`src/design/delimited_token_splitter_defines.svh`:
```
// Assertion helpers for the tokenizer RTL
`ifndef DELIMITED_TOKEN_SPLITTER_DEFINES_SVH
`define DELIMITED_TOKEN_SPLITTER_DEFINES_SVH

// Same-cycle implication, disabled while in reset
`define DTS_ASSERT_NOW(label, ante, cons, msg) \
    label: assert property (@(posedge clk) disable iff (!rst_n) (ante) |-> (cons)) \
        else $error(msg);

// Next-cycle implication, disabled while in reset
`define DTS_ASSERT_NEXT(label, ante, cons, msg) \
    label: assert property (@(posedge clk) disable iff (!rst_n) (ante) |=> (cons)) \
        else $error(msg);

`endif

```
`src/design/dts_pkg.sv`:
```
package dts_pkg;

    // Special characters
    localparam logic [7:0] CH_TAB     = 8'd9;
    localparam logic [7:0] CH_LF      = 8'd10;
    localparam logic [7:0] CH_CR      = 8'd13;
    localparam logic [7:0] CH_SPACE   = 8'd32;
    localparam logic [7:0] CH_DQUOTE  = 8'd34;
    localparam logic [7:0] CH_HASH    = 8'd35;
    localparam logic [7:0] CH_SQUOTE  = 8'd39;
    localparam logic [7:0] CH_LPAREN  = 8'd40;
    localparam logic [7:0] CH_RPAREN  = 8'd41;
    localparam logic [7:0] CH_COMMA   = 8'd44;

    // Configuration register indexes
    localparam logic [1:0] CFG_USE_QUOTES     = 2'd0;
    localparam logic [1:0] CFG_STRIP_BRACKETS = 2'd1;
    localparam logic [1:0] CFG_SKIP_BLANKS    = 2'd2;

    // Byte classes
    typedef enum logic [2:0] {
        CLS_EOL,
        CLS_DELIM,
        CLS_DQUOTE,
        CLS_SQUOTE,
        CLS_BRACKET,
        CLS_HASH,
        CLS_OTHER
    } class_t;

    // Open quote kind
    typedef enum logic [1:0] {
        QUOTE_NONE,
        QUOTE_DOUBLE,
        QUOTE_SINGLE
    } quote_t;

    typedef struct packed {
        logic use_quotes;
        logic strip_brackets;
        logic skip_blanks;
    } cfg_t;

    typedef struct packed {
        logic [7:0] out_char;
        logic       char_valid;
        logic       token_done;
        logic [4:0] token_index;
        logic       line_done;
        logic [5:0] token_count;
        logic       overflow;
    } result_t;

endpackage

```
`src/design/delimited_token_splitter.sv`:
```
// Byte-serial line tokenizer, one result per input byte.
// Pipeline: input register, then result register; output back-pressure can stall both.
// One byte per cycle unless m_tready stalls; running token state updates once per byte.
// Reset (rst_n low, asynchronous): pipeline empty, configuration and line state cleared.
// No clearing pass: the block accepts input in the first cycle after reset.
`include "delimited_token_splitter_defines.svh"
module delimited_token_splitter #(
    parameter int MAX_TOKEN_LEN = 64,
    parameter int MAX_TOKENS    = 32
) (
    input  logic        clk,
    input  logic        rst_n,
    input  logic        cfg_we,
    input  logic [1:0]  cfg_index,
    input  logic        cfg_data,
    input  logic        s_tvalid,
    output logic        s_tready,
    input  logic [7:0]  s_tdata,   // [7:0] char_byte
    input  logic        s_tlast,   // buffer_last
    output logic        m_tvalid,
    input  logic        m_tready,
    output logic [23:0] m_tdata,   // [7:0] out_char, [8] char_valid, [9] token_done,
                                   // [14:10] token_index, [20:15] token_count,
                                   // [21] overflow, [23:22] zero
    output logic        m_tlast    // line_done
);

    localparam int LEN_W = $clog2(MAX_TOKEN_LEN + 1);
    localparam int CNT_W = $clog2(MAX_TOKENS + 1);

    dts_pkg::cfg_t    cfg_reg;
    logic             s1_valid_reg;
    logic [7:0]       s1_char_reg;
    logic             s1_last_reg;
    logic             m_valid_reg;
    dts_pkg::result_t res_reg;

    dts_pkg::quote_t  quote_reg;
    dts_pkg::quote_t  quote_next;
    logic [LEN_W-1:0] len_reg;
    logic [LEN_W-1:0] len_next;
    logic             comment_reg;
    logic             comment_next;
    logic [CNT_W-1:0] tokens_reg;
    logic [CNT_W-1:0] tokens_next;
    dts_pkg::result_t res_next;
    dts_pkg::class_t  char_class;

    logic             s2_ready;
    logic             s1_move;
    logic             in_acc;

    // Handshake
    assign s2_ready = !m_valid_reg || m_tready;
    assign s1_move  = s1_valid_reg && s2_ready;
    assign s_tready = !s1_valid_reg || s2_ready;
    assign in_acc   = s_tvalid && s_tready;

    // Configuration writes
    always_ff @(posedge clk or negedge rst_n)
    begin
        if (!rst_n)
            cfg_reg <= '0;
        else if (cfg_we)
        begin
            case (cfg_index)
                dts_pkg::CFG_USE_QUOTES:     cfg_reg.use_quotes     <= cfg_data;
                dts_pkg::CFG_STRIP_BRACKETS: cfg_reg.strip_brackets <= cfg_data;
                dts_pkg::CFG_SKIP_BLANKS:    cfg_reg.skip_blanks    <= cfg_data;
                default:                     ;
            endcase
        end
    end

    // Pipeline valids and line state
    always_ff @(posedge clk or negedge rst_n)
    begin
        if (!rst_n)
        begin
            s1_valid_reg <= 1'b0;
            m_valid_reg  <= 1'b0;
            quote_reg    <= dts_pkg::QUOTE_NONE;
            len_reg      <= '0;
            comment_reg  <= 1'b0;
            tokens_reg   <= '0;
        end
        else
        begin
            if (in_acc)
                s1_valid_reg <= 1'b1;
            else if (s1_move)
                s1_valid_reg <= 1'b0;

            if (s1_move)
                m_valid_reg <= 1'b1;
            else if (m_tready)
                m_valid_reg <= 1'b0;

            if (s1_move)
            begin
                quote_reg   <= quote_next;
                len_reg     <= len_next;
                comment_reg <= comment_next;
                tokens_reg  <= tokens_next;
            end
        end
    end

    // Payload registers
    always_ff @(posedge clk)
    begin
        if (in_acc)
        begin
            s1_char_reg <= s_tdata;
            s1_last_reg <= s_tlast;
        end
        if (s1_move)
            res_reg <= res_next;
    end

    dts_classify u_classify (
        .char_byte  (s1_char_reg),
        .char_class (char_class)
    );

    dts_step #(
        .MAX_TOKEN_LEN (MAX_TOKEN_LEN),
        .MAX_TOKENS    (MAX_TOKENS),
        .LEN_W         (LEN_W),
        .CNT_W         (CNT_W)
    ) u_step (
        .char_class  (char_class),
        .char_byte   (s1_char_reg),
        .buffer_last (s1_last_reg),
        .cfg         (cfg_reg),
        .quote_cur   (quote_reg),
        .len_cur     (len_reg),
        .comment_cur (comment_reg),
        .tokens_cur  (tokens_reg),
        .quote_nxt   (quote_next),
        .len_nxt     (len_next),
        .comment_nxt (comment_next),
        .tokens_nxt  (tokens_next),
        .result      (res_next)
    );

    // Output packing
    assign m_tvalid = m_valid_reg;
    assign m_tlast  = res_reg.line_done;
    assign m_tdata  = {2'b00, res_reg.overflow, res_reg.token_count, res_reg.token_index,
                       res_reg.token_done, res_reg.char_valid, res_reg.out_char};

    // Checks
    `DTS_ASSERT_NOW(a_tokens_range, 1'b1, tokens_reg <= CNT_W'(MAX_TOKENS), "token count past limit")
    `DTS_ASSERT_NOW(a_len_range, 1'b1, len_reg <= LEN_W'(MAX_TOKEN_LEN), "token length past limit")
    `DTS_ASSERT_NOW(a_comment_quote, comment_reg, quote_reg == dts_pkg::QUOTE_NONE, "quote open in comment")
    `DTS_ASSERT_NOW(a_valid_no_over, m_valid_reg && res_reg.char_valid, !res_reg.overflow, "char passed and dropped")
    `DTS_ASSERT_NEXT(a_line_clears, s1_move && res_next.line_done, tokens_reg == '0, "line end kept tokens")

endmodule

```
`src/design/dts_classify.sv`:
```
// Sorts one raw byte into the classes the tokenizer reacts to
module dts_classify (
    input  logic [7:0]      char_byte,
    output dts_pkg::class_t char_class
);

    always_comb
    begin
        case (char_byte) inside
            dts_pkg::CH_LF, dts_pkg::CH_CR:                      char_class = dts_pkg::CLS_EOL;
            dts_pkg::CH_TAB, dts_pkg::CH_SPACE, dts_pkg::CH_COMMA: char_class = dts_pkg::CLS_DELIM;
            dts_pkg::CH_DQUOTE:                                  char_class = dts_pkg::CLS_DQUOTE;
            dts_pkg::CH_SQUOTE:                                  char_class = dts_pkg::CLS_SQUOTE;
            dts_pkg::CH_LPAREN, dts_pkg::CH_RPAREN:              char_class = dts_pkg::CLS_BRACKET;
            dts_pkg::CH_HASH:                                    char_class = dts_pkg::CLS_HASH;
            default:                                             char_class = dts_pkg::CLS_OTHER;
        endcase
    end

endmodule

```
`src/design/dts_step.sv`:
```
// Next-state and result logic for one byte
module dts_step #(
    parameter int MAX_TOKEN_LEN = 64,
    parameter int MAX_TOKENS    = 32,
    parameter int LEN_W         = 7,
    parameter int CNT_W         = 6
) (
    input  dts_pkg::class_t  char_class,
    input  logic [7:0]       char_byte,
    input  logic             buffer_last,
    input  dts_pkg::cfg_t    cfg,
    input  dts_pkg::quote_t  quote_cur,
    input  logic [LEN_W-1:0] len_cur,
    input  logic             comment_cur,
    input  logic [CNT_W-1:0] tokens_cur,
    output dts_pkg::quote_t  quote_nxt,
    output logic [LEN_W-1:0] len_nxt,
    output logic             comment_nxt,
    output logic [CNT_W-1:0] tokens_nxt,
    output dts_pkg::result_t result
);

    dts_pkg::quote_t  quote_b;
    dts_pkg::quote_t  kind;
    logic             comment_b;
    logic             append;
    logic             fin_byte;
    logic             fin_last;
    logic             finish;
    logic             eol_byte;
    logic             line_end;
    logic             tok_full;
    logic             len_full;
    logic [LEN_W-1:0] len_a;
    logic [LEN_W-1:0] len_b;
    logic [CNT_W-1:0] tokens_a;
    logic [CNT_W-1:0] idx;
    logic [31:0]      idx_ext;
    logic [31:0]      cnt_ext;

    assign tok_full = tokens_cur >= CNT_W'(MAX_TOKENS);
    assign len_full = len_cur >= LEN_W'(MAX_TOKEN_LEN);
    assign kind     = (char_class == dts_pkg::CLS_DQUOTE) ? dts_pkg::QUOTE_DOUBLE
                                                          : dts_pkg::QUOTE_SINGLE;

    // Byte decision
    always_comb
    begin
        quote_b   = quote_cur;
        comment_b = comment_cur;
        append    = 1'b0;
        fin_byte  = 1'b0;
        eol_byte  = 1'b0;
        if (comment_cur)
        begin
            eol_byte = (char_class == dts_pkg::CLS_EOL);
        end
        else
        begin
            case (char_class)
                dts_pkg::CLS_EOL:
                begin
                    fin_byte = (len_cur != '0);
                    eol_byte = 1'b1;
                end
                dts_pkg::CLS_DELIM:
                begin
                    if (quote_cur != dts_pkg::QUOTE_NONE)
                        append = 1'b1;
                    else
                        fin_byte = (len_cur != '0);
                end
                dts_pkg::CLS_DQUOTE, dts_pkg::CLS_SQUOTE:
                begin
                    if (cfg.use_quotes)
                    begin
                        if (quote_cur == dts_pkg::QUOTE_NONE)
                            quote_b = kind;
                        else if (quote_cur == kind)
                        begin
                            quote_b  = dts_pkg::QUOTE_NONE;
                            fin_byte = 1'b1;
                        end
                        else
                            append = 1'b1;
                    end
                end
                dts_pkg::CLS_BRACKET:
                begin
                    append = !cfg.strip_brackets;
                end
                dts_pkg::CLS_HASH:
                begin
                    fin_byte  = (len_cur != '0);
                    quote_b   = dts_pkg::QUOTE_NONE;
                    comment_b = 1'b1;
                end
                default:
                begin
                    append = 1'b1;
                end
            endcase
        end
    end

    // Length after append / byte-driven finish; length saturates at the limit
    assign len_a = (append && !len_full) ? len_cur + LEN_W'(1) : len_cur;
    assign len_b = fin_byte ? '0 : len_a;

    // Flagged last byte closes a pending token
    assign fin_last = buffer_last && !eol_byte && !comment_b && (len_b != '0);
    assign finish   = fin_byte || fin_last;
    assign line_end = eol_byte || buffer_last;

    assign tokens_a = (finish && !tok_full) ? tokens_cur + CNT_W'(1) : tokens_cur;
    assign idx      = tok_full ? CNT_W'(MAX_TOKENS - 1) : tokens_cur;
    assign idx_ext  = 32'(idx);
    assign cnt_ext  = 32'(tokens_a);

    // Result item
    always_comb
    begin
        result.out_char    = (append && !tok_full && !len_full) ? char_byte : 8'd0;
        result.char_valid  = append && !tok_full && !len_full;
        result.token_done  = finish && !tok_full;
        result.token_index = idx_ext[4:0];
        result.line_done   = line_end && !(cfg.skip_blanks && (tokens_a == '0));
        result.token_count = cnt_ext[5:0];
        result.overflow    = (append && (tok_full || len_full)) || (finish && tok_full);
    end

    // State after this byte
    always_comb
    begin
        if (line_end)
        begin
            quote_nxt   = dts_pkg::QUOTE_NONE;
            len_nxt     = '0;
            comment_nxt = 1'b0;
            tokens_nxt  = '0;
        end
        else
        begin
            quote_nxt   = quote_b;
            len_nxt     = fin_last ? '0 : len_b;
            comment_nxt = comment_b;
            tokens_nxt  = tokens_a;
        end
    end

endmodule

```
`config.mk`:
```
export PLATFORM = sky130hd
export DESIGN_NAME = delimited_token_splitter
export DESIGN_NICKNAME = d
export VERILOG_FILES = /design/src/design/dts_pkg.sv /design/src/design/delimited_token_splitter.sv /design/src/design/dts_classify.sv /design/src/design/dts_step.sv
export VERILOG_INCLUDE_DIRS = /design/src /design/src/design
export SDC_FILE = /design/constraint.sdc
export NUM_CORES = 1
export LEC_CHECK = 0
export ABC_AREA = 1
export BUFFER_PORTS_ARGS = -buffer_cell sky130_fd_sc_hd__buf_4
export CORE_MARGIN = 4
export CORE_UTILIZATION = 25
export CTS_BUF_LIST = sky130_fd_sc_hd__clkbuf_8
export CTS_CLUSTER_DIAMETER = 40
export DETAILED_ROUTE_END_ITERATION = 7
export GPL_ROUTABILITY_DRIVEN = 1
export PLACE_DENSITY_LB_ADDON = 0.1
export SETUP_SLACK_MARGIN = 0.15
export SLEW_MARGIN = 20
export SYNTH_ARGS = -nofsm -noshare
export SYNTH_HDL_FRONTEND = slang
export SYNTH_SLANG_ARGS = --single-unit
export TNS_END_PERCENT = 5
```
`constraint.sdc`:
```
create_clock -name clk -period 4.3 [get_ports clk]
set_clock_uncertainty 0.2 [all_clocks]
set_input_delay 0.43 -clock clk [delete_from_list [all_inputs] [get_ports clk]]
set_output_delay 0.43 -clock clk [all_outputs]
set_load 0.01 [all_outputs]
```
==> metrics.txt <==
max-cap violation count=0; reg-to-reg startpoint=s1_char_reg[2]$_DFFE_PP_; Post-DP HPWL=4580 um; Psw=about 450 uW; RSZ-0062 raised after global routing=false; Arr. time, crit path=2.89 ns; Buffers on Ports=41; Lkg Pwr=around 0.0016 uW; first-pass detailed-route iteration total=4; Adder-Cell Fraction of Synth Area=1.82%; initial antenna violation count=0; Crit path depth=24; delay-heaviest family, CP=simple AND/OR/NAND/NOR gates; Cell Int Power=approximately 950 uW; CP Cell Sequence=inv_2, nand2_4, nor2_4, nand2_4, nand2_2, nand2_1, nor2_2, nor2_4, nand3_4, nand3_4, nand2_1, nand2_1, nand2_1, nand2_1, nor2_1, nand2_1, nand2_2, nand2_4, nand2_4, nand2_2, nand2_2, nand2_1, nor2_1, a21oi_1; Gate power share=27.8%; Avg Synthesized Cell Area=slightly above 9 sq um; Congestion Overflow GR=0; Ys Warns=0; largest net degree at the start of global routing=22; max reg flops=22; Synth Area in Compound Gates=under 10%; Worst R2R Path Depth=24; sum of buffers and inverters on the critical path=1; clk buf depth=2; most frequent cells in the layout=61 x nand2_1, 42 x buf_4, 39 x inv_1, 32 x edfxtp_1, 24 x nor2_1; cts bufs inserted=5; DP Cell Count=about 470; Yosys top cell area share=between 30% and 40%; Hold Crit Depth=1; CTS Sinks=53; FF-to-FF End=m_tlast$_DFFE_PP_; WL/cell=~13 um; total global-route track usage=between 10% and 20%; Max Transition Viols Final=0; Final period util=a little over 70%; CP peak stage delay=between 0.4 and 0.5 ns; vias in the first global route=between 2,000 and 2,500; slack of the worst reg-to-reg path=between 1 and 1.5 ns; CP Max Fanout=10; std cell rows=37; status=complete, no violations; Pwr Density=423 mW/mm^2; CTS tree=built; cell taking the most area after synthesis=edfxtp_1; worst hold path type=in2reg; global-route wire length before repair=~10,000 um; origin of the worst min-delay path=s_tdata[4]; WS Path Type=reg2reg; clock network power share=23.7%; core box area=about 0.011 sq mm; Chip Height=roughly 110 um; Sw Share=a little under a third; crit path time final=a little over 3 ns; layout cells sized above 1=25.4%; Nets=362; Peak VDD IR=approximately 0.17 mV; Worst-Margin Slew=around 0.8 ns; Seq/Total Area, Yosys=54.2%; Die Area=approximately 0.013 sq mm; mux cell area share after synthesis=0%; initial core utilization=about a quarter; Synth cell types=34; I/O pin count=44; post-route insts no fill=478; ANT nets after route=0; routability cong.=~0.77; final hold violations=0; synthesized area=0.00274 sq mm; top cells by area, synth=edfxtp_1 35%, dfrtp_1 19%, nand2_1 8.3%; DRC=0; clock slew at reported path FFs=0.10 ns; Area Growth Syn to Fin=21.1%; Total Wirelength=6070 um; initial DRC count=100; FMAX=330 MHz; Die X=around 110 um; vias post-DR=~2,100; post-synthesis simple-gate area fraction=28.5%; largest family of logic cells by synthesized area=simple AND/OR/NAND/NOR gates; Antenna Cells=0; Overall Power=between 1000 and 1500 uW; max_slew headroom=roughly 45%; vias per std cell=approximately 4.4; cell mode on critical path=nand2_1; clk_lat worst skew=around 0.3 ns; WHS Endpoint=s1_char_reg[4]$_DFFE_PP_; crit end category=register; Reg power frac=about half; Clock Tree Root=clkbuf_8; Worst Path Required=4.17 ns; CP max-delay cell=edfxtp_1; startpoint types=register; setup tns final=0 ns; Mapped Cells=295; post-synthesis xor/xnor area fraction=1.60%; FILL cells=around 1,100; CTS HTree Levels=2; count of state elements after synthesis=between 50 and 60; commonest non-fill, non-tap cell in the layout=nand2_1; final setup fails=0
metal layers:
metal | share of wire, % | global-route usage (%) | routed length, um | up-vias
li1 | - | - | - | 1059
met1 | 48 | 13.7 | 2940 | 971
met2 | 45 | 15.8 | 2760 | 53
met3 | 4.3 | 1.98 | 258 | 8
met4 | 1.8 | 3.53 | 110 | 0
met5 | 0 | 0 | 0 | -
worst max-delay path by stage:
stage	from	to	slack (ns)
after global routing	s1_char_reg[0]$_DFFE_PP_	m_tlast$_DFFE_PP_	0.91
after CTS	s1_char_reg[0]$_DFFE_PP_	m_tlast$_DFFE_PP_	1.25
after detailed placement	s1_char_reg[0]$_DFFE_PP_	m_tlast$_DFFE_PP_	1.28
after floorplan	s1_char_reg[2]$_DFFE_PP_	m_tlast$_DFFE_PP_	1.72
after global placement	s1_char_reg[0]$_DFFE_PP_	m_tlast$_DFFE_PP_	1.32
final	s1_char_reg[2]$_DFFE_PP_	m_tlast$_DFFE_PP_	1.27
worst reg2reg max path, cell delays in order, from the launching register on:
cell and delay, ns:
edfxtp_1 0.47, inv_2 0.13, nand2_4 0.07, nor2_4 0.11, nand2_4 0.08, nand2_2 0.08, nand2_1 0.06, nor2_2 0.12
nor2_4 0.05, nand3_4 0.11, nand3_4 0.12, nand2_1 0.09, nand2_1 0.06, nand2_1 0.08, nand2_1 0.06, nor2_1 0.15
nand2_1 0.09, nand2_2 0.07, nand2_4 0.09, nand2_4 0.11, nand2_2 0.06, nand2_2 0.09, nand2_1 0.05, nor2_1 0.11
a21oi_1 0.08
area by class of cell:
class / instances / area [sq um] / share of cell area, %
Inverter: 46 / 175 / 5.27
Tap cell: 136 / 170 / 5.12
Multi-Input combinational cell: 192 / 1060 / 31.9
Clock inverter: 3 / 37.5 / 1.13
Sequential cell: 53 / 1490 / 44.7
Clock buffer: 5 / 68.8 / 2.07
Timing Repair Buffer: 43 / 325 / 9.79
stage by stage:
step           setup slack [ns]  util (%)  hold slack [ns]  cell area [sq um]
6_report                   1.27      31.6           0.0976               3320
5_1_grt                   0.913      31.6           0.0730               3320
4_1_cts                    1.25      31.6           0.0799               3320
3_5_place_dp               1.28      30.5            0.152               3210
2_1_floorplan              1.72         -          -0.0656               2750
3_3_place_gp               1.32      30.5            0.152               3210
cells in the mapped netlist (all sizes together):
cell type and instances:
nor2 30, and3 1, nand2 84, nand4 9, clkbuf 3, nor4 2, dfrtp 21, o41ai 1
ha 4, conb 1, xor2 5, a21boi 1, a22oi 1, buf 2, o21ai 12, a21oi 5
nor3 3, inv 44, o22ai 10, nand3 21, edfxtp 32, nand3b 1, clkinv 2
what timing repair did:
action                                  4_1_cts  5_1_grt
gates resized for setup                       0        0
endpoints found under the setup margin        0        0
buffers inserted                              0        0
hold buffers                                  1        0
endpoints found under the hold margin        21        0
power groups by stage:
stage	Clock [uW]	Combinational (uW)	Sequential, uW
floorplan	0	235	702
global placement	0	399	694
detailed placement	0	393	693
CTS	351	395	683
global route	371	444	692
finish	332	390	681
kinds of logic after synthesis:
logic type               Yosys count
AO/OA/AOI/OAI                     30
XOR/XNOR                           5
other                              1
buffers and inverters             51
adder cells (fa/ha/maj)            4
AND/OR/NAND/NOR                  151
flip-flops                        53
(Power assumes the default switching activity.)
